`config.mk`:
```
export PLATFORM = sky130hd
export DESIGN_NAME = pam_front_flat
export DESIGN_NICKNAME = d
export VERILOG_FILES = /design/src/rtl/poly1305_aes_mac_unit_macros.svh /design/src/rtl/pam_pkg.sv /design/src/rtl/pam_if.sv /design/src/rtl/pam_front.sv /design/src/flat_wrapper.sv
export SDC_FILE = /design/constraint.sdc
export NUM_CORES = 1
export LEC_CHECK = 0
export BUFFER_PORTS_ARGS = -buffer_cell sky130_fd_sc_hd__buf_2
export CAP_MARGIN = 20
export CORE_AREA = 2 2 104 106
export DETAILED_ROUTE_END_ITERATION = 10
export DIE_AREA = 0 0 106 108
export SLEW_MARGIN = 20
export SYNTH_ARGS = -nofsm -noshare
export SYNTH_HDL_FRONTEND = slang
export SYNTH_SLANG_ARGS = --single-unit
```
`constraint.sdc`:
```
create_clock -name vclk -period 0.8
set_input_delay 0 -clock vclk [all_inputs]
set_output_delay 0 -clock vclk [all_outputs]
set_load 0.01 [all_outputs]
```
`src/rtl/poly1305_aes_mac_unit_macros.svh`:
```
// assertion helpers shared by the poly1305-aes rtl
`ifndef POLY1305_AES_MAC_UNIT_MACROS_SVH
`define POLY1305_AES_MAC_UNIT_MACROS_SVH

// same-cycle implication, disabled while in reset
`define PAM_ASSERT_IMP(lbl, clk, rst, ante, cons, msg) \
  lbl: assert property (@(posedge clk) disable iff (!rst) (ante) |-> (cons)) \
    else $error(msg);

// next-cycle implication, disabled while in reset
`define PAM_ASSERT_NXT(lbl, clk, rst, ante, cons, msg) \
  lbl: assert property (@(posedge clk) disable iff (!rst) (ante) |=> (cons)) \
    else $error(msg);

`endif

```
`src/rtl/pam_pkg.sv`:
```
`timescale 1ns / 1ps
// ----------------------------------------------------------------------------
// pam_pkg
// Shared types, constants and aes helper functions for the poly1305-aes mac.
// ----------------------------------------------------------------------------
package pam_pkg;

  localparam int BLOCK_BYTES     = 16;
  localparam int CFG_IDX_W       = 3;
  localparam int QUEUE_DEPTH_DEF = 2;
  localparam int LIMB_W          = 26;
  localparam int ALIMB_W         = 27;  // limb of h + block, top limb is widest
  localparam int RLIMB_W         = 29;  // r limb, possibly folded by five
  localparam int PROD_W          = ALIMB_W + RLIMB_W;
  localparam int COL_W           = PROD_W + 3;
  localparam int WIDE_W          = 4 * LIMB_W + COL_W;
  localparam int H_W             = 130;

  localparam logic [63:0] CLAMP_BAD_LOW  = 64'hF0000003F0000000;
  localparam logic [63:0] CLAMP_BAD_HIGH = 64'hF0000003F0000003;
  localparam logic [7:0]  AES_POLY       = 8'h1b;
  localparam logic [7:0]  RCON_FIRST     = 8'h01;

  typedef enum logic [CFG_IDX_W-1:0] {
    CFG_R_LOW, CFG_R_HIGH, CFG_KEY_LOW, CFG_KEY_HIGH, CFG_NONCE_LOW, CFG_NONCE_HIGH
  } pam_cfg_idx_t;

  typedef struct packed {
    logic [H_W-1:0] blk;     // padded block incl. the 2^128 bit
    logic           absorb;
    logic           last;
  } pam_entry_t;

  localparam logic [7:0] SBOX [256] = '{
    8'h63, 8'h7c, 8'h77, 8'h7b, 8'hf2, 8'h6b, 8'h6f, 8'hc5,
    8'h30, 8'h01, 8'h67, 8'h2b, 8'hfe, 8'hd7, 8'hab, 8'h76,
    8'hca, 8'h82, 8'hc9, 8'h7d, 8'hfa, 8'h59, 8'h47, 8'hf0,
    8'had, 8'hd4, 8'ha2, 8'haf, 8'h9c, 8'ha4, 8'h72, 8'hc0,
    8'hb7, 8'hfd, 8'h93, 8'h26, 8'h36, 8'h3f, 8'hf7, 8'hcc,
    8'h34, 8'ha5, 8'he5, 8'hf1, 8'h71, 8'hd8, 8'h31, 8'h15,
    8'h04, 8'hc7, 8'h23, 8'hc3, 8'h18, 8'h96, 8'h05, 8'h9a,
    8'h07, 8'h12, 8'h80, 8'he2, 8'heb, 8'h27, 8'hb2, 8'h75,
    8'h09, 8'h83, 8'h2c, 8'h1a, 8'h1b, 8'h6e, 8'h5a, 8'ha0,
    8'h52, 8'h3b, 8'hd6, 8'hb3, 8'h29, 8'he3, 8'h2f, 8'h84,
    8'h53, 8'hd1, 8'h00, 8'hed, 8'h20, 8'hfc, 8'hb1, 8'h5b,
    8'h6a, 8'hcb, 8'hbe, 8'h39, 8'h4a, 8'h4c, 8'h58, 8'hcf,
    8'hd0, 8'hef, 8'haa, 8'hfb, 8'h43, 8'h4d, 8'h33, 8'h85,
    8'h45, 8'hf9, 8'h02, 8'h7f, 8'h50, 8'h3c, 8'h9f, 8'ha8,
    8'h51, 8'ha3, 8'h40, 8'h8f, 8'h92, 8'h9d, 8'h38, 8'hf5,
    8'hbc, 8'hb6, 8'hda, 8'h21, 8'h10, 8'hff, 8'hf3, 8'hd2,
    8'hcd, 8'h0c, 8'h13, 8'hec, 8'h5f, 8'h97, 8'h44, 8'h17,
    8'hc4, 8'ha7, 8'h7e, 8'h3d, 8'h64, 8'h5d, 8'h19, 8'h73,
    8'h60, 8'h81, 8'h4f, 8'hdc, 8'h22, 8'h2a, 8'h90, 8'h88,
    8'h46, 8'hee, 8'hb8, 8'h14, 8'hde, 8'h5e, 8'h0b, 8'hdb,
    8'he0, 8'h32, 8'h3a, 8'h0a, 8'h49, 8'h06, 8'h24, 8'h5c,
    8'hc2, 8'hd3, 8'hac, 8'h62, 8'h91, 8'h95, 8'he4, 8'h79,
    8'he7, 8'hc8, 8'h37, 8'h6d, 8'h8d, 8'hd5, 8'h4e, 8'ha9,
    8'h6c, 8'h56, 8'hf4, 8'hea, 8'h65, 8'h7a, 8'hae, 8'h08,
    8'hba, 8'h78, 8'h25, 8'h2e, 8'h1c, 8'ha6, 8'hb4, 8'hc6,
    8'he8, 8'hdd, 8'h74, 8'h1f, 8'h4b, 8'hbd, 8'h8b, 8'h8a,
    8'h70, 8'h3e, 8'hb5, 8'h66, 8'h48, 8'h03, 8'hf6, 8'h0e,
    8'h61, 8'h35, 8'h57, 8'hb9, 8'h86, 8'hc1, 8'h1d, 8'h9e,
    8'he1, 8'hf8, 8'h98, 8'h11, 8'h69, 8'hd9, 8'h8e, 8'h94,
    8'h9b, 8'h1e, 8'h87, 8'he9, 8'hce, 8'h55, 8'h28, 8'hdf,
    8'h8c, 8'ha1, 8'h89, 8'h0d, 8'hbf, 8'he6, 8'h42, 8'h68,
    8'h41, 8'h99, 8'h2d, 8'h0f, 8'hb0, 8'h54, 8'hbb, 8'h16
  };

  function automatic logic [7:0] xtime(input logic [7:0] a);
    return {a[6:0], 1'b0} ^ (a[7] ? AES_POLY : 8'h00);
  endfunction

  // next round key, byte i of the key at bits 8i+7:8i
  function automatic logic [127:0] key_expand(input logic [127:0] k, input logic [7:0] rcon);
    logic [127:0] nk;
    nk = k;
    nk[7:0]   = k[7:0]   ^ SBOX[k[111:104]] ^ rcon;
    nk[15:8]  = k[15:8]  ^ SBOX[k[119:112]];
    nk[23:16] = k[23:16] ^ SBOX[k[127:120]];
    nk[31:24] = k[31:24] ^ SBOX[k[103:96]];
    for (int i = 4; i < 16; i++) begin
      nk[8*i +: 8] = k[8*i +: 8] ^ nk[8*(i-4) +: 8];
    end
    return nk;
  endfunction

  function automatic logic [127:0] aes_round(input logic [127:0] s, input logic [127:0] k,
                                             input logic fin);
    logic [7:0] sb [16];
    logic [7:0] t  [16];
    logic [7:0] a0, a1, a2, a3, al;
    logic [127:0] res;
    for (int i = 0; i < 16; i++) begin
      sb[i] = SBOX[s[8*i +: 8]];
    end
    for (int c = 0; c < 4; c++) begin
      for (int i = 0; i < 4; i++) begin
        t[i + 4*c] = sb[i + 4*((c + i) & 3)];
      end
    end
    if (!fin) begin
      for (int c = 0; c < 4; c++) begin
        a0 = t[4*c]; a1 = t[4*c+1]; a2 = t[4*c+2]; a3 = t[4*c+3];
        al = a0 ^ a1 ^ a2 ^ a3;
        t[4*c]   = a0 ^ al ^ xtime(a0 ^ a1);
        t[4*c+1] = a1 ^ al ^ xtime(a1 ^ a2);
        t[4*c+2] = a2 ^ al ^ xtime(a2 ^ a3);
        t[4*c+3] = a3 ^ al ^ xtime(a3 ^ a0);
      end
    end
    for (int i = 0; i < 16; i++) begin
      res[8*i +: 8] = t[i] ^ k[8*i +: 8];
    end
    return res;
  endfunction

endpackage

```
`src/rtl/pam_if.sv`:
```
`timescale 1ns / 1ps
// ----------------------------------------------------------------------------
// pam_if
// Valid/ready channels of the poly1305-aes mac: blocks in, tags out, config.
// ----------------------------------------------------------------------------
interface pam_in_if;
  logic        valid;
  logic        ready;
  logic [63:0] block_low;
  logic [63:0] block_high;
  logic [4:0]  byte_count;
  logic        last_block;
  modport source(output valid, block_low, block_high, byte_count, last_block, input ready);
  modport sink(input valid, block_low, block_high, byte_count, last_block, output ready);
endinterface


```
`src/rtl/pam_front.sv`:
```
`timescale 1ns / 1ps
// ----------------------------------------------------------------------------
// pam_front
// Takes block items, pads short blocks and queues work for the back end.
// ----------------------------------------------------------------------------
module pam_front (
  pam_in_if.sink             in_ch,
  input  logic               full,
  output logic               push,
  output pam_pkg::pam_entry_t entry
);
  import pam_pkg::*;

  logic [4:0]   cnt;
  logic [127:0] blk;
  logic [127:0] padded;

  assign blk = {in_ch.block_high, in_ch.block_low};

  always_comb begin
    cnt = (in_ch.byte_count > 5'(BLOCK_BYTES)) ? 5'(BLOCK_BYTES) : in_ch.byte_count;
    for (int j = 0; j < BLOCK_BYTES; j++) begin
      if (5'(j) < cnt) begin
        padded[8*j +: 8] = blk[8*j +: 8];
      end else if (5'(j) == cnt) begin
        padded[8*j +: 8] = 8'h01;
      end else begin
        padded[8*j +: 8] = 8'h00;
      end
    end
    entry.blk    = {1'b0, (cnt == 5'(BLOCK_BYTES)), padded};
    entry.absorb = (cnt != 5'd0);
    entry.last   = in_ch.last_block;
  end

  assign in_ch.ready = !full;
  // an empty block that does not end the message leaves nothing to do
  assign push = in_ch.valid && !full && (entry.absorb || entry.last);

endmodule

```
`src/flat_wrapper.sv`:
```
// flat-port wrapper written by rule: the top's interface ports become plain ports
module pam_front_flat import pam_pkg::*;
  (full, push, entry, in_ch_valid, in_ch_block_low, in_ch_block_high, in_ch_byte_count, in_ch_last_block, in_ch_ready);
  pam_in_if in_ch_i ();
  input  logic full;
  output logic push;
  output pam_pkg::pam_entry_t entry;
  input wire logic [$bits(in_ch_i.valid)-1:0] in_ch_valid;
  input wire logic [$bits(in_ch_i.block_low)-1:0] in_ch_block_low;
  input wire logic [$bits(in_ch_i.block_high)-1:0] in_ch_block_high;
  input wire logic [$bits(in_ch_i.byte_count)-1:0] in_ch_byte_count;
  input wire logic [$bits(in_ch_i.last_block)-1:0] in_ch_last_block;
  output wire logic [$bits(in_ch_i.ready)-1:0] in_ch_ready;
  assign in_ch_i.valid = in_ch_valid;
  assign in_ch_i.block_low = in_ch_block_low;
  assign in_ch_i.block_high = in_ch_block_high;
  assign in_ch_i.byte_count = in_ch_byte_count;
  assign in_ch_i.last_block = in_ch_last_block;
  assign in_ch_ready = in_ch_i.ready;
  pam_front u_core (.in_ch(in_ch_i), .full(full), .push(push), .entry(entry));
endmodule
```
==> summary.txt <==
Placed design
  – IO Port Bufs: roughly 270
  – DP Wirelength: 6336 um
  – GP Congestion: 0.7157
  – Placed cells: 614
  – Placement Setup Slack: -0.2849 ns

Setup path
  – CP required: approximately 0.80 ns
  – Worst setup EP type: output port
  – Worst setup SP type: primary input
  – Critical path type: primary input to output port
  – CP Data Arrival Time: around 0.99 ns
  – Crit-path max FO: 8

Synth
  – Fraction of the mapped netlist area in simple logic gates: 0.7268
  – Synthesized-area fraction occupied by adder cells: 0
  – Area leader, netlist: nor2b_1
  – Mapped Area: 0.001241 sq mm
  – Most numerous cell in the Yosys netlist: nor2b_1
  – Synth Area in XOR/XNOR: 0
  – Synth Area in Compound Gates: 0.1875
  – Multiplexer share of the synthesized area: 0
  – Yosys warnings: 0
  – Top-area cell type share of the netlist area: 0.3931
  – Synth cell count leaders: 78 x nor2b_1, 28 x and2_1, 16 x nor2_1
  – Largest cells by area after synthesis: nor2b_1 39%, and2_1 14%, nor2b_2 4.9%
  – Syn_area_per_cell: about 6.5 sq um
  – Seq/Total Area, Yosys: 0
  – Largest family of logic cells by synthesized area: simple AND/OR/NAND/NOR gates
  – Netlist cell types: 36
  – Syn_nets: 328
  – Instance count of the mapped netlist: roughly 190

Floorplan
  – Die H: 108 um
  – Total Die Area: about 0.011 sq mm
  – Io pins: 270
  – Core area: 0.01023 sq mm
  – Row count: 37
  – Starting density of the core: 0.1213
  – Die width: approximately 110 um

Timing
  – Final Hold Violating Endpoints: 0
  – Final Max Slew Viols: 0
  – Tmin final: between 0.9 and 1 ns
  – Hold WS: 0.2127 ns
  – PnR worst setup slack: -0.1946 ns
  – RSZ-0062 raised after global routing: yes
  – Period utilization: 1.243
  – Peak Freq: 1005 MHz
  – Final setup fails: 110

GRT
  – Antenna violations before repair: 0
  – GRT Overall Usage: 0.1155
  – Largest net degree at the start of global routing: 11
  – Vias in the first global route: between 2,000 and 2,500
  – Global route total overflow: 0
  – First-pass GRT wire length: around 11,000 um

Detailed routing
  – Drt drc: 0
  – Routed Antenna Nets: 0
  – DR vias: 2,466
  – Vias per inst: 3.902
  – Pre-antenna DRT Iters: 4
  – Wire per inst: approximately 12 um
  – Routed WL: 7830 um
  – Drt first-iter violations: 41

Final layout
  – Layout Cells excl Fill: approximately 630
  – FF+latch count: 0
  – Clkbuf count: 0
  – FF+latch area: 0 sq um
  – Share of cells above drive strength 1: 0.7903
  – Final Net Count: 634
  – Fillers: 1,113
  – Inserted Diodes: 0
  – P&R area growth vs syn: 203.5%

Status
  – Status: complete, but fails checks
  – Failing checks: negative setup slack

Job
  – Max-cap violations: 0

Pwr
  – PwrDens: 584.4 mW/mm^2
  – Power consumption: 0.002202 W
  – Peak supply drop: 0.2367 mV
  – Leakage power: 2.076 nW

CTS
  – Hold_buf cts: 0

Min path
  – Hold Path Class: primary input to output port
## worst max-delay path: stages
cell      delay (ns)
buf_8           0.11
buf_12          0.13
nor3_4          0.21
a21boi_2        0.22
buf_6           0.14
nor2b_1         0.05
buf_2           0.13
## repair_timing
item / in CTS / in global routing
cloned: 4 / 0
pin swaps: 36 / 30
setup buffers: 9 / 11
gates resized for setup: 96 / 61
endpoints found under the setup margin: 123 / 130
## through the flow
stage,util,instance area (sq um),setup TNS [ns]
6_report,0.3682,3767,-9.429
4_1_cts,0.3422,3501,-12.39
3_3_place_gp,0.2896,2963,-19.58
3_5_place_dp,0.2896,2963,-19.95
5_1_grt,0.3682,3767,-14.84
2_1_floorplan,-,1292,-0.3541
## layer usage
layer / global-route usage / up-vias / part of all wire
li1: - / 1223 / -
met5: 0 / - / 0
met2: 0.2484 / 158 / 0.56
met3: 0.01688 / 4 / 0.097
met4: 0.01504 / 0 / 0.014
met1: 0.1184 / 1081 / 0.33
## path summary, 6_finish.rpt
check                 depth (start not counted)        end           startpoint
worst max-delay path                          7  entry[23]  in_ch_byte_count[4]
worst min-delay path                          2   entry[0]     in_ch_last_block
## area by class of cell
class / count / area [sq um] / share of cell area
Timing Repair Buffer: 318 / 2175 / 0.5772
Multi-Input combinational cell: 175 / 1411 / 0.3746
Inverter: 3 / 11.26 / 0.002989
Tap cell: 136 / 170.2 / 0.04517
## cell usage in the layout, fill, tap and decap left out, types with 4 or more instances in the layout
cell type | netlist | routed
a21oi_4 | 1 | 4
and2_1 | 28 | 6
and2_4 | 0 | 22
buf_12 | 0 | 9
buf_2 | 6 | 235
buf_4 | 5 | 21
buf_6 | 1 | 44
buf_8 | 0 | 7
nor2_1 | 16 | 10
nor2_4 | 0 | 4
nor2b_1 | 78 | 70
nor2b_2 | 7 | 10
nor2b_4 | 0 | 5
## where the power goes
part | switching [W] | internal [W]
combinational | 0.000938 | 0.00126
clock | 0 | 0
sequential | 0 | 0
## cells by family (layout without fill, tap and decap cells)
family	Yosys count	after routing
other	1	1
buffers and inverters	18	321
and+or+nand+nor	147	148
AOI/OAI and AO/OA	26	26
(Power assumes the default switching activity.)
