--- config.mk ---
export PLATFORM = sky130hd
export DESIGN_NAME = pam_fifo
export DESIGN_NICKNAME = d
export VERILOG_FILES = /design/src/rtl/pam_pkg.sv /design/src/rtl/pam_fifo.sv
export VERILOG_INCLUDE_DIRS = /design/src /design/src/rtl
export SDC_FILE = /design/constraint.sdc
export NUM_CORES = 1
export LEC_CHECK = 0
export BUFFER_PORTS_ARGS = -buffer_cell sky130_fd_sc_hd__buf_4
export CAP_MARGIN = 20
export CORE_ASPECT_RATIO = 0.7
export CORE_MARGIN = 2
export CORE_UTILIZATION = 56
export CTS_CLUSTER_DIAMETER = 150
export DETAILED_ROUTE_END_ITERATION = 10
export PLACE_DENSITY = 0.95
export SLEW_MARGIN = 10
export SYNTH_ARGS = -nofsm -noshare
export SYNTH_HDL_FRONTEND = slang
export SYNTH_SLANG_ARGS = --single-unit
--- constraint.sdc ---
create_clock -name clk -period 21.7 [get_ports clk]
set_clock_uncertainty 0.05 [all_clocks]
set_input_delay 4.34 -clock clk [delete_from_list [all_inputs] [get_ports clk]]
set_output_delay 4.34 -clock clk [all_outputs]
set_load 0.05 [all_outputs]
--- src/rtl/poly1305_aes_mac_unit_macros.svh ---
// assertion helpers shared by the poly1305-aes rtl
`ifndef POLY1305_AES_MAC_UNIT_MACROS_SVH
`define POLY1305_AES_MAC_UNIT_MACROS_SVH

// same-cycle implication, disabled while in reset
`define PAM_ASSERT_IMP(lbl, clk, rst, ante, cons, msg) \
  lbl: assert property (@(posedge clk) disable iff (!rst) (ante) |-> (cons)) \
    else $error(msg);

// next-cycle implication, disabled while in reset
`define PAM_ASSERT_NXT(lbl, clk, rst, ante, cons, msg) \
  lbl: assert property (@(posedge clk) disable iff (!rst) (ante) |=> (cons)) \
    else $error(msg);

`endif

--- src/rtl/pam_pkg.sv ---
`timescale 1ns / 1ps
// ----------------------------------------------------------------------------
// pam_pkg
// Shared types, constants and aes helper functions for the poly1305-aes mac.
// ----------------------------------------------------------------------------
package pam_pkg;

  localparam int BLOCK_BYTES     = 16;
  localparam int CFG_IDX_W       = 3;
  localparam int QUEUE_DEPTH_DEF = 2;
  localparam int LIMB_W          = 26;
  localparam int ALIMB_W         = 27;  // limb of h + block, top limb is widest
  localparam int RLIMB_W         = 29;  // r limb, possibly folded by five
  localparam int PROD_W          = ALIMB_W + RLIMB_W;
  localparam int COL_W           = PROD_W + 3;
  localparam int WIDE_W          = 4 * LIMB_W + COL_W;
  localparam int H_W             = 130;

  localparam logic [63:0] CLAMP_BAD_LOW  = 64'hF0000003F0000000;
  localparam logic [63:0] CLAMP_BAD_HIGH = 64'hF0000003F0000003;
  localparam logic [7:0]  AES_POLY       = 8'h1b;
  localparam logic [7:0]  RCON_FIRST     = 8'h01;

  typedef enum logic [CFG_IDX_W-1:0] {
    CFG_R_LOW, CFG_R_HIGH, CFG_KEY_LOW, CFG_KEY_HIGH, CFG_NONCE_LOW, CFG_NONCE_HIGH
  } pam_cfg_idx_t;

  typedef struct packed {
    logic [H_W-1:0] blk;     // padded block incl. the 2^128 bit
    logic           absorb;
    logic           last;
  } pam_entry_t;

  localparam logic [7:0] SBOX [256] = '{
    8'h63, 8'h7c, 8'h77, 8'h7b, 8'hf2, 8'h6b, 8'h6f, 8'hc5,
    8'h30, 8'h01, 8'h67, 8'h2b, 8'hfe, 8'hd7, 8'hab, 8'h76,
    8'hca, 8'h82, 8'hc9, 8'h7d, 8'hfa, 8'h59, 8'h47, 8'hf0,
    8'had, 8'hd4, 8'ha2, 8'haf, 8'h9c, 8'ha4, 8'h72, 8'hc0,
    8'hb7, 8'hfd, 8'h93, 8'h26, 8'h36, 8'h3f, 8'hf7, 8'hcc,
    8'h34, 8'ha5, 8'he5, 8'hf1, 8'h71, 8'hd8, 8'h31, 8'h15,
    8'h04, 8'hc7, 8'h23, 8'hc3, 8'h18, 8'h96, 8'h05, 8'h9a,
    8'h07, 8'h12, 8'h80, 8'he2, 8'heb, 8'h27, 8'hb2, 8'h75,
    8'h09, 8'h83, 8'h2c, 8'h1a, 8'h1b, 8'h6e, 8'h5a, 8'ha0,
    8'h52, 8'h3b, 8'hd6, 8'hb3, 8'h29, 8'he3, 8'h2f, 8'h84,
    8'h53, 8'hd1, 8'h00, 8'hed, 8'h20, 8'hfc, 8'hb1, 8'h5b,
    8'h6a, 8'hcb, 8'hbe, 8'h39, 8'h4a, 8'h4c, 8'h58, 8'hcf,
    8'hd0, 8'hef, 8'haa, 8'hfb, 8'h43, 8'h4d, 8'h33, 8'h85,
    8'h45, 8'hf9, 8'h02, 8'h7f, 8'h50, 8'h3c, 8'h9f, 8'ha8,
    8'h51, 8'ha3, 8'h40, 8'h8f, 8'h92, 8'h9d, 8'h38, 8'hf5,
    8'hbc, 8'hb6, 8'hda, 8'h21, 8'h10, 8'hff, 8'hf3, 8'hd2,
    8'hcd, 8'h0c, 8'h13, 8'hec, 8'h5f, 8'h97, 8'h44, 8'h17,
    8'hc4, 8'ha7, 8'h7e, 8'h3d, 8'h64, 8'h5d, 8'h19, 8'h73,
    8'h60, 8'h81, 8'h4f, 8'hdc, 8'h22, 8'h2a, 8'h90, 8'h88,
    8'h46, 8'hee, 8'hb8, 8'h14, 8'hde, 8'h5e, 8'h0b, 8'hdb,
    8'he0, 8'h32, 8'h3a, 8'h0a, 8'h49, 8'h06, 8'h24, 8'h5c,
    8'hc2, 8'hd3, 8'hac, 8'h62, 8'h91, 8'h95, 8'he4, 8'h79,
    8'he7, 8'hc8, 8'h37, 8'h6d, 8'h8d, 8'hd5, 8'h4e, 8'ha9,
    8'h6c, 8'h56, 8'hf4, 8'hea, 8'h65, 8'h7a, 8'hae, 8'h08,
    8'hba, 8'h78, 8'h25, 8'h2e, 8'h1c, 8'ha6, 8'hb4, 8'hc6,
    8'he8, 8'hdd, 8'h74, 8'h1f, 8'h4b, 8'hbd, 8'h8b, 8'h8a,
    8'h70, 8'h3e, 8'hb5, 8'h66, 8'h48, 8'h03, 8'hf6, 8'h0e,
    8'h61, 8'h35, 8'h57, 8'hb9, 8'h86, 8'hc1, 8'h1d, 8'h9e,
    8'he1, 8'hf8, 8'h98, 8'h11, 8'h69, 8'hd9, 8'h8e, 8'h94,
    8'h9b, 8'h1e, 8'h87, 8'he9, 8'hce, 8'h55, 8'h28, 8'hdf,
    8'h8c, 8'ha1, 8'h89, 8'h0d, 8'hbf, 8'he6, 8'h42, 8'h68,
    8'h41, 8'h99, 8'h2d, 8'h0f, 8'hb0, 8'h54, 8'hbb, 8'h16
  };

  function automatic logic [7:0] xtime(input logic [7:0] a);
    return {a[6:0], 1'b0} ^ (a[7] ? AES_POLY : 8'h00);
  endfunction

  // next round key, byte i of the key at bits 8i+7:8i
  function automatic logic [127:0] key_expand(input logic [127:0] k, input logic [7:0] rcon);
    logic [127:0] nk;
    nk = k;
    nk[7:0]   = k[7:0]   ^ SBOX[k[111:104]] ^ rcon;
    nk[15:8]  = k[15:8]  ^ SBOX[k[119:112]];
    nk[23:16] = k[23:16] ^ SBOX[k[127:120]];
    nk[31:24] = k[31:24] ^ SBOX[k[103:96]];
    for (int i = 4; i < 16; i++) begin
      nk[8*i +: 8] = k[8*i +: 8] ^ nk[8*(i-4) +: 8];
    end
    return nk;
  endfunction

  function automatic logic [127:0] aes_round(input logic [127:0] s, input logic [127:0] k,
                                             input logic fin);
    logic [7:0] sb [16];
    logic [7:0] t  [16];
    logic [7:0] a0, a1, a2, a3, al;
    logic [127:0] res;
    for (int i = 0; i < 16; i++) begin
      sb[i] = SBOX[s[8*i +: 8]];
    end
    for (int c = 0; c < 4; c++) begin
      for (int i = 0; i < 4; i++) begin
        t[i + 4*c] = sb[i + 4*((c + i) & 3)];
      end
    end
    if (!fin) begin
      for (int c = 0; c < 4; c++) begin
        a0 = t[4*c]; a1 = t[4*c+1]; a2 = t[4*c+2]; a3 = t[4*c+3];
        al = a0 ^ a1 ^ a2 ^ a3;
        t[4*c]   = a0 ^ al ^ xtime(a0 ^ a1);
        t[4*c+1] = a1 ^ al ^ xtime(a1 ^ a2);
        t[4*c+2] = a2 ^ al ^ xtime(a2 ^ a3);
        t[4*c+3] = a3 ^ al ^ xtime(a3 ^ a0);
      end
    end
    for (int i = 0; i < 16; i++) begin
      res[8*i +: 8] = t[i] ^ k[8*i +: 8];
    end
    return res;
  endfunction

endpackage

--- src/rtl/pam_fifo.sv ---
`timescale 1ns / 1ps
// ----------------------------------------------------------------------------
// pam_fifo
// Short work queue between the front end and the arithmetic back end.
// ----------------------------------------------------------------------------
`include "poly1305_aes_mac_unit_macros.svh"
module pam_fifo #(
  parameter int DEPTH = pam_pkg::QUEUE_DEPTH_DEF
) (
  input  logic                clk,
  input  logic                rst_n,
  input  logic                push,
  input  pam_pkg::pam_entry_t wr_data,
  input  logic                pop,
  output pam_pkg::pam_entry_t rd_data,
  output logic                full,
  output logic                not_empty
);
  import pam_pkg::*;

  localparam int PTR_W = $clog2(DEPTH);
  localparam int CNT_W = $clog2(DEPTH + 1);

  pam_entry_t       mem_r [DEPTH];
  logic [PTR_W-1:0] wr_ptr_r, rd_ptr_r;
  logic [CNT_W-1:0] cnt_r;

  assign full      = (cnt_r == CNT_W'(DEPTH));
  assign not_empty = (cnt_r != '0);
  assign rd_data   = mem_r[rd_ptr_r];

  always_ff @(posedge clk) begin
    if (!rst_n) begin
      wr_ptr_r <= '0;
      rd_ptr_r <= '0;
      cnt_r    <= '0;
    end else begin
      if (push) begin
        mem_r[wr_ptr_r] <= wr_data;
        wr_ptr_r <= (wr_ptr_r == PTR_W'(DEPTH - 1)) ? '0 : wr_ptr_r + 1'b1;
      end
      if (pop) begin
        rd_ptr_r <= (rd_ptr_r == PTR_W'(DEPTH - 1)) ? '0 : rd_ptr_r + 1'b1;
      end
      cnt_r <= cnt_r + CNT_W'(push) - CNT_W'(pop);
    end
  end

  `PAM_ASSERT_IMP(a_cnt_bound, clk, rst_n, 1'b1, cnt_r <= CNT_W'(DEPTH), "queue overfilled")
  `PAM_ASSERT_NXT(a_cnt_drain, clk, rst_n, pop && !push, cnt_r == $past(cnt_r) - 1'b1, "bad drain")

endmodule

==> impl_results.md, run 1 <==
* Nets at 857
* Worst Setup End Kind: output port
* PwrDens at 93.7 nW/um^2
* Layout area overhead at 30.0%
* Synth unique cells at 17
* Slew margin rel. at 25.0%
* Initial antenna violation count at 0
* First-pass GRT wire length at 29.0 mm
* Startpoint Class: register
* Register area at 8030 sq um
* Final ANT Viol Nets at 0
* Die area at 19,100 sq um
* Worst vdd ir at 0.0000812 V
* Met1 Resource Use GR at 25.0%
* GRT Max-Usage Layer: met2
* Via count at 5,116
* Pin count of the biggest net entering global routing at 80
* Wire per inst at 21.2 microns
* Initial Utilization at 56.5%
* Post-synthesis sequential area ratio at 79.6%
* CP top delay family: buffers and inverters
* Syn Nets at 571
* Hold Crit Depth at 2
* Core area at 17,900 sq um
* Clock slew at reported path FFs at 60 ps
* Area occupied by multi-input gates at 1920 sq um
* R2R Path End: mem_r[0][70]
* Post-synth top area cell: edfxtp_1
* Reg-to-Reg Start: wr_ptr_r
* DR vias/cell at 5.26
* Most used cell, CP: buf_4
* Min-delay worst type: reg -> reg
* Critical setup path kind: reg -> out
* Number of DRC markers in iteration 0 at 391
* DP HPWL at 13.5 mm
* Status: complete, no violations
* Post-place setup slack at 14,550 ps
* RSZ-0062 raised after global routing: no
* Die Wd at 164 microns
* Crit-path max cell delay at 1040 ps
* Worst slew pin tran at 1120 ps
* Clk root buf: clkbuf_16
* Vias in the first global route at 5,331
* Std-Cell Rows at 41
* Ant. Diodes at 0
* Reg2reg setup slack at 18,780 ps
* Ys Warns at 0
* Filler cell count at 1,034
* Worst setup margin at 14,000 ps
* HP Start: rd_ptr_r
* Max-cap violations at 0
* Met3 Track Usage GR at 5.75%
* Post-CTS resize count at 0
* Cts bufs inserted at 25
* Fraction of layout cells with a size suffix above 1 at 60.0%
* Endpoints failing setup at 0
* Placed cell count at 927
* CTS tree: done
* Routed wire length at 20.7 mm
* H-tree depth at 1
* Synth Instances at 433
* PortBufs at 269
* Crit path cell chain: buf_4 -> mux2_2 -> buf_4
* Ranking of synthesized cells by area: edfxtp_1 79%, mux2_4 12%, mux2_2 5.8%
* Post-Layout Cell Count at 973
* Slowest CP cell: dfxtp_4
* Achievable frequency at 0.130 GHz
* # IOs at 270
* FF+latch count, synth at 269
* Post-Syn Area per Cell at 23.3 sq um
* Post-layout util at 73.5%
* Grt ovf at 0
* Max Root-Sink Buffers at 3
* Leakage power at 0.00504 uW
* Crit Path Max Fanout at 71
* Cell Area, Synth at 10,100 sq um
* Cts hold-fix bufs at 0
* Post-route DRC at 0
* Clock sink count at 269
* RD Place Congestion at 0.757
* WP depth at 3
* Worst Path Buf+Inv at 2
* Arrival @ worst endpoint at 3310 ps
* DRT Pass-1 Iters at 4
* Max-slew violations at 0
* Share of the synthesized area in the top cell type at 78.6%
* Die Y at 116 microns
* Post-CTS Setup Repair Bufs at 0
* Overall Power at 1230 uW
* Setup TNS at 0 ps
* Global router's overall resource usage at 20.2%
* Hold violation total from the final report at 0
* Worst Reg-to-Reg Cells at 3
* Critical path data required time at 17,310 ps
* Tcrit/Tclk final at 35.5%
* Met2 Resource Use GR at 36.4%
* Min cycle time layout at 7700 ps
* Clock latency on the worst-skew pair at 500 ps
-- cells in the mapped netlist --
cell      count
xnor3_1       1
and3_1        1
dfxtp_1       5
or2_2         1
mux2_4       80
nor2b_1       2
xor2_1        2
mux2_2       52
ha_1          2
edfxtp_1    264
nor2_1        1
inv_1         2
nand2_1       1
buf_6         9
buf_2         5
and2_1        4
buf_8         1
-- cells by family after synthesis --
group	Yosys count	share of synthesized area, %
DFF	269	79.6
muxes	132	17.7
buffers and inverters	17	1.48
and+or+nand+nor	10	0.571
xor gates and xnor gates	3	0.397
adders and majority gates	2	0.248
-- where the power goes --
part	leakage, uW	internal (uW)	switching (uW)	total, uW
registers	0.00247	594	11.8	606
logic	0.00219	80.4	126	207
clock network	0.000382	241	175	417
-- cell usage in the layout, fill, tap and decap left out, types with 2 or more instances in the layout --
| cell | n |
|---|---|
| bufinv_16 | 2 |
| clkinv_1 | 8 |
| dfxtp_1 | 4 |
| clkbuf_16 | 25 |
| clkbuf_1 | 5 |
| mux2_4 | 80 |
| nor2b_1 | 2 |
| edfxtp_1 | 264 |
| and2_1 | 4 |
| xor2_1 | 2 |
| clkbuf_8 | 2 |
| clkinv_2 | 2 |
| buf_4 | 273 |
| mux2_2 | 52 |
| inv_1 | 2 |
| ha_1 | 2 |
-- through the flow --
stage,hold WS [ps],cell area [sq um]
finish,532,13100
CTS,531,13100
global route,548,13100
floorplan,505,10100
detailed placement,520,12300
global placement,506,12300
-- layer usage --
metal	vias up	part of all wire, %	wire length [microns]
li1	2284	-	-
met1	2569	39	8000
met2	239	51	10600
met3	24	8.7	1790
met4	0	1.3	271
met5	-	0	0
-- how the worst max path moves through the flow --
stage | slack (ps) | from | end
floorplan | 11090 | rst_n | mem_r[0][0]
global placement | 14640 | register | rd_data[18]
detailed placement | 14550 | register | rd_data[11]
CTS | 14010 | register | rd_data[11]
global route | 13880 | register | rd_data[11]
finish | 14000 | register | rd_data[11]
-- worst min-delay path, stage by stage (launching register included) --
cell and delay [ps]:
dfxtp_1 330, xor2_1 70, and2_1 140
-- cell type report --
| cell class | instances | area share [%] |
|---|---|---|
| clock buffer | 32 | 5.12 |
| clock inverter | 13 | 0.830 |
| tap | 236 | 2.25 |
| sequential | 269 | 61.2 |
| timing repair buffer | 274 | 15.8 |
| inverter | 2 | 0.0572 |
| multi-input combinational | 147 | 14.7 |
-- flip-flops by register name, summed over array words and instances (netlist names), named ones only --
name and cells:
rd_ptr_r 1, wr_ptr_r 1, cnt_r 2, mem_r 264
(Power assumes the default switching activity.)
==> run 2: changes to the inputs <==
--- a/config.mk
+++ b/config.mk
@@ -10,10 +10,10 @@
 export CAP_MARGIN = 20
 export CORE_ASPECT_RATIO = 0.7
 export CORE_MARGIN = 2
-export CORE_UTILIZATION = 56
+export CORE_UTILIZATION = 47
 export CTS_CLUSTER_DIAMETER = 150
 export DETAILED_ROUTE_END_ITERATION = 10
-export PLACE_DENSITY = 0.95
+export PLACE_DENSITY = 0.86
 export SLEW_MARGIN = 10
 export SYNTH_ARGS = -nofsm -noshare
 export SYNTH_HDL_FRONTEND = slang
==> constraint.sdc (replaced) <==
create_clock -name clk -period 6.2 [get_ports clk]
set_clock_uncertainty 0.05 [all_clocks]
set_input_delay 1.24 -clock clk [delete_from_list [all_inputs] [get_ports clk]]
set_output_delay 1.24 -clock clk [all_outputs]
set_load 0.05 [all_outputs]
==> run 2 against run 1 <==
Net effect: flip-flop and latch count is the same; routed wire length fell by 6.9%; sequential power increased to 3.5 times the previous value; largest cell class unchanged; combinational power increased to 3.5 times the previous value; register-to-register slack got worse by 15000 ps; cell area rose by 0.17%; setup slack got worse by 12000 ps; total power rose to 3.5 times the previous value.
==> impl_results.md, run 2 (same netlist as run 1, synthesis figures left out) <==
* Worst slew pin tran at 1060 ps
* Most common cell after layout, fill and taps aside: buf_4
* Worst vdd ir at 0.000190 V
* Most used cell, CP: buf_4
* Endpoints failing setup at 0
* Crit-path max cell delay at 790 ps
* Global router's overall resource usage at 16.3%
* Slew margin rel. at 29.2%
* Max-cap violations at 0
* Crit path cell chain: buf_4 -> mux2_2 -> buf_4
* Critical path data required time at 4910 ps
* Arrival @ worst endpoint at 2460 ps
* RD Place Congestion at 0.742
* Ant. Diodes at 0
* PortBufs at 269
* Achievable frequency at 0.267 GHz
* Placed cell count at 968
* Clock latency on the worst-skew pair at 510 ps
* Hold violation total from the final report at 0
* Die area at 22,700 sq um
* DR top layer: met4
* RSZ-0062 raised after global routing: no
* Layout area overhead at 30.2%
* Clk root buf: clkbuf_16
* Met1 WL at 7.95 mm
* Post-Layout Cell Count at 1,013
* Via count at 4,956
* Number of DRC markers in iteration 0 at 357
* Status: complete, no violations
* Max reg flops at 264
* Post-CTS resize count at 0
* PwrDens at 323 nW/um^2
* Die Wd at 179 microns
* Startpoint Class: register
* Filler cell count at 1,427
* Commonest cells after routing, fill and taps aside: 272 x buf_4, 264 x edfxtp_1, 80 x mux2_4, 52 x mux2_2, 25 x clkbuf_16
* Vias in the first global route at 5,096
* Leakage power at 0.00503 uW
* Largest register by flop count: mem_r
* H-tree depth at 1
* Min-delay worst type: reg -> reg
* Routed wire length at 19.2 mm
* Final ANT Viol Nets at 0
* WL met2 at 9.08 mm
* Largest registers: mem_r (264), cnt_r (2)
* Crit Path Max Fanout at 64
* Post-CTS Setup Repair Bufs at 0
* Clock slew at reported path FFs at 70 ps
* First-pass GRT wire length at 28.0 mm
* Met3 wire len at 1.80 mm
* Critical setup path kind: reg -> out
* Fraction of layout cells with a size suffix above 1 at 60.4%
* Cts hold-fix bufs at 0
* Grt ovf at 0
* Min cycle time layout at 3750 ps
* Core area at 20,900 sq um
* # IOs at 270
* Die Y at 127 microns
* Tcrit/Tclk final at 60.5%
* Slowest CP cell: buf_4
* Pin count of the biggest net entering global routing at 83
* Initial Utilization at 48.3%
* Wire per inst at 19.0 microns
* DR vias/cell at 4.89
* CTS tree: done
* Setup TNS at 0 ps
* Cts bufs inserted at 25
* Reg2reg setup slack at 4140 ps
* Std-Cell Rows at 44
* DRT Pass-1 Iters at 4
* Worst Setup End Kind: output port
* Clock sink count at 269
* Post-route DRC at 0
* Initial antenna violation count at 0
* Max Root-Sink Buffers at 3
* DP HPWL at 12.8 mm
* Nets at 857
* Max-slew violations at 0
-- run 2: changes by cell type in the layout (fill, tap and decap cells not counted) --
| cell | previous run | this run |
|---|---|---|
| buf_12 | 0 | 2 |
| buf_16 | 1 | 0 |
| buf_4 | 273 | 272 |
| bufinv_16 | 2 | 1 |
| clkbuf_8 | 2 | 0 |
| clkinv_1 | 8 | 5 |
| clkinv_2 | 2 | 6 |
| clkinvlp_4 | 0 | 1 |
| inv_6 | 1 | 2 |
-- run 2: cell type report --
cell class	instances	area [sq um]	share of cell area [%]
repair buffers	274	2080	15.8
well taps	276	345	2.63
flip-flops and latches	269	8030	61.1
clock inverters	15	104	0.791
inverters	2	7.51	0.0571
multi-input cells	147	1920	14.6
clock buffers	30	644	4.91
-- run 2: path summary, 6_finish.rpt --
path / startpoint / endpoint / cells after the start
setup reg to reg: wr_ptr_r / mem_r[1][16] / 2
hold reg to reg: rd_ptr_r / register / 2
hold / removal: rd_ptr_r / register / 2
setup / recovery: register / rd_data[19] / 3
-- run 2: power breakdown --
group | switching, uW | internal (uW) | total, uW | leakage (uW)
Sequential | 22.9 | 2080 | 2100 | 0.00247
Combinational | 450 | 281 | 732 | 0.00219
Clock | 626 | 784 | 1410 | 0.000369
-- run 2: routing by layer --
metal | vias up | GRT usage (%)
met2 | 213 | 26.9
li1 | 2282 | -
met3 | 31 | 4.74
met4 | 0 | 4.03
met5 | - | 0
met1 | 2430 | 21.4
-- run 2: critical path: cells and delay by family, from the launching register on --
kind	cells	cell delay [ps]
buffers and inverters	2	980
flip-flops	1	460
multiplexers	1	430
-- run 2: per-stage QoR --
| stage | util [%] | total power, uW | hold WS, ps | worst slack [ps] | instance area [sq um] |
|---|---|---|---|---|---|
| final | 63.0 | 4240 | 530 | 2450 | 13100 |
| after floorplan | - | 2650 | 505 | 993 | 10100 |
| after detailed placement | 59.4 | 2880 | 521 | 2960 | 12400 |
| after global placement | 59.4 | 2860 | 518 | 2970 | 12400 |
| after CTS | 63.0 | 4290 | 533 | 2400 | 13100 |
| after global routing | 63.0 | 4390 | 545 | 2320 | 13100 |
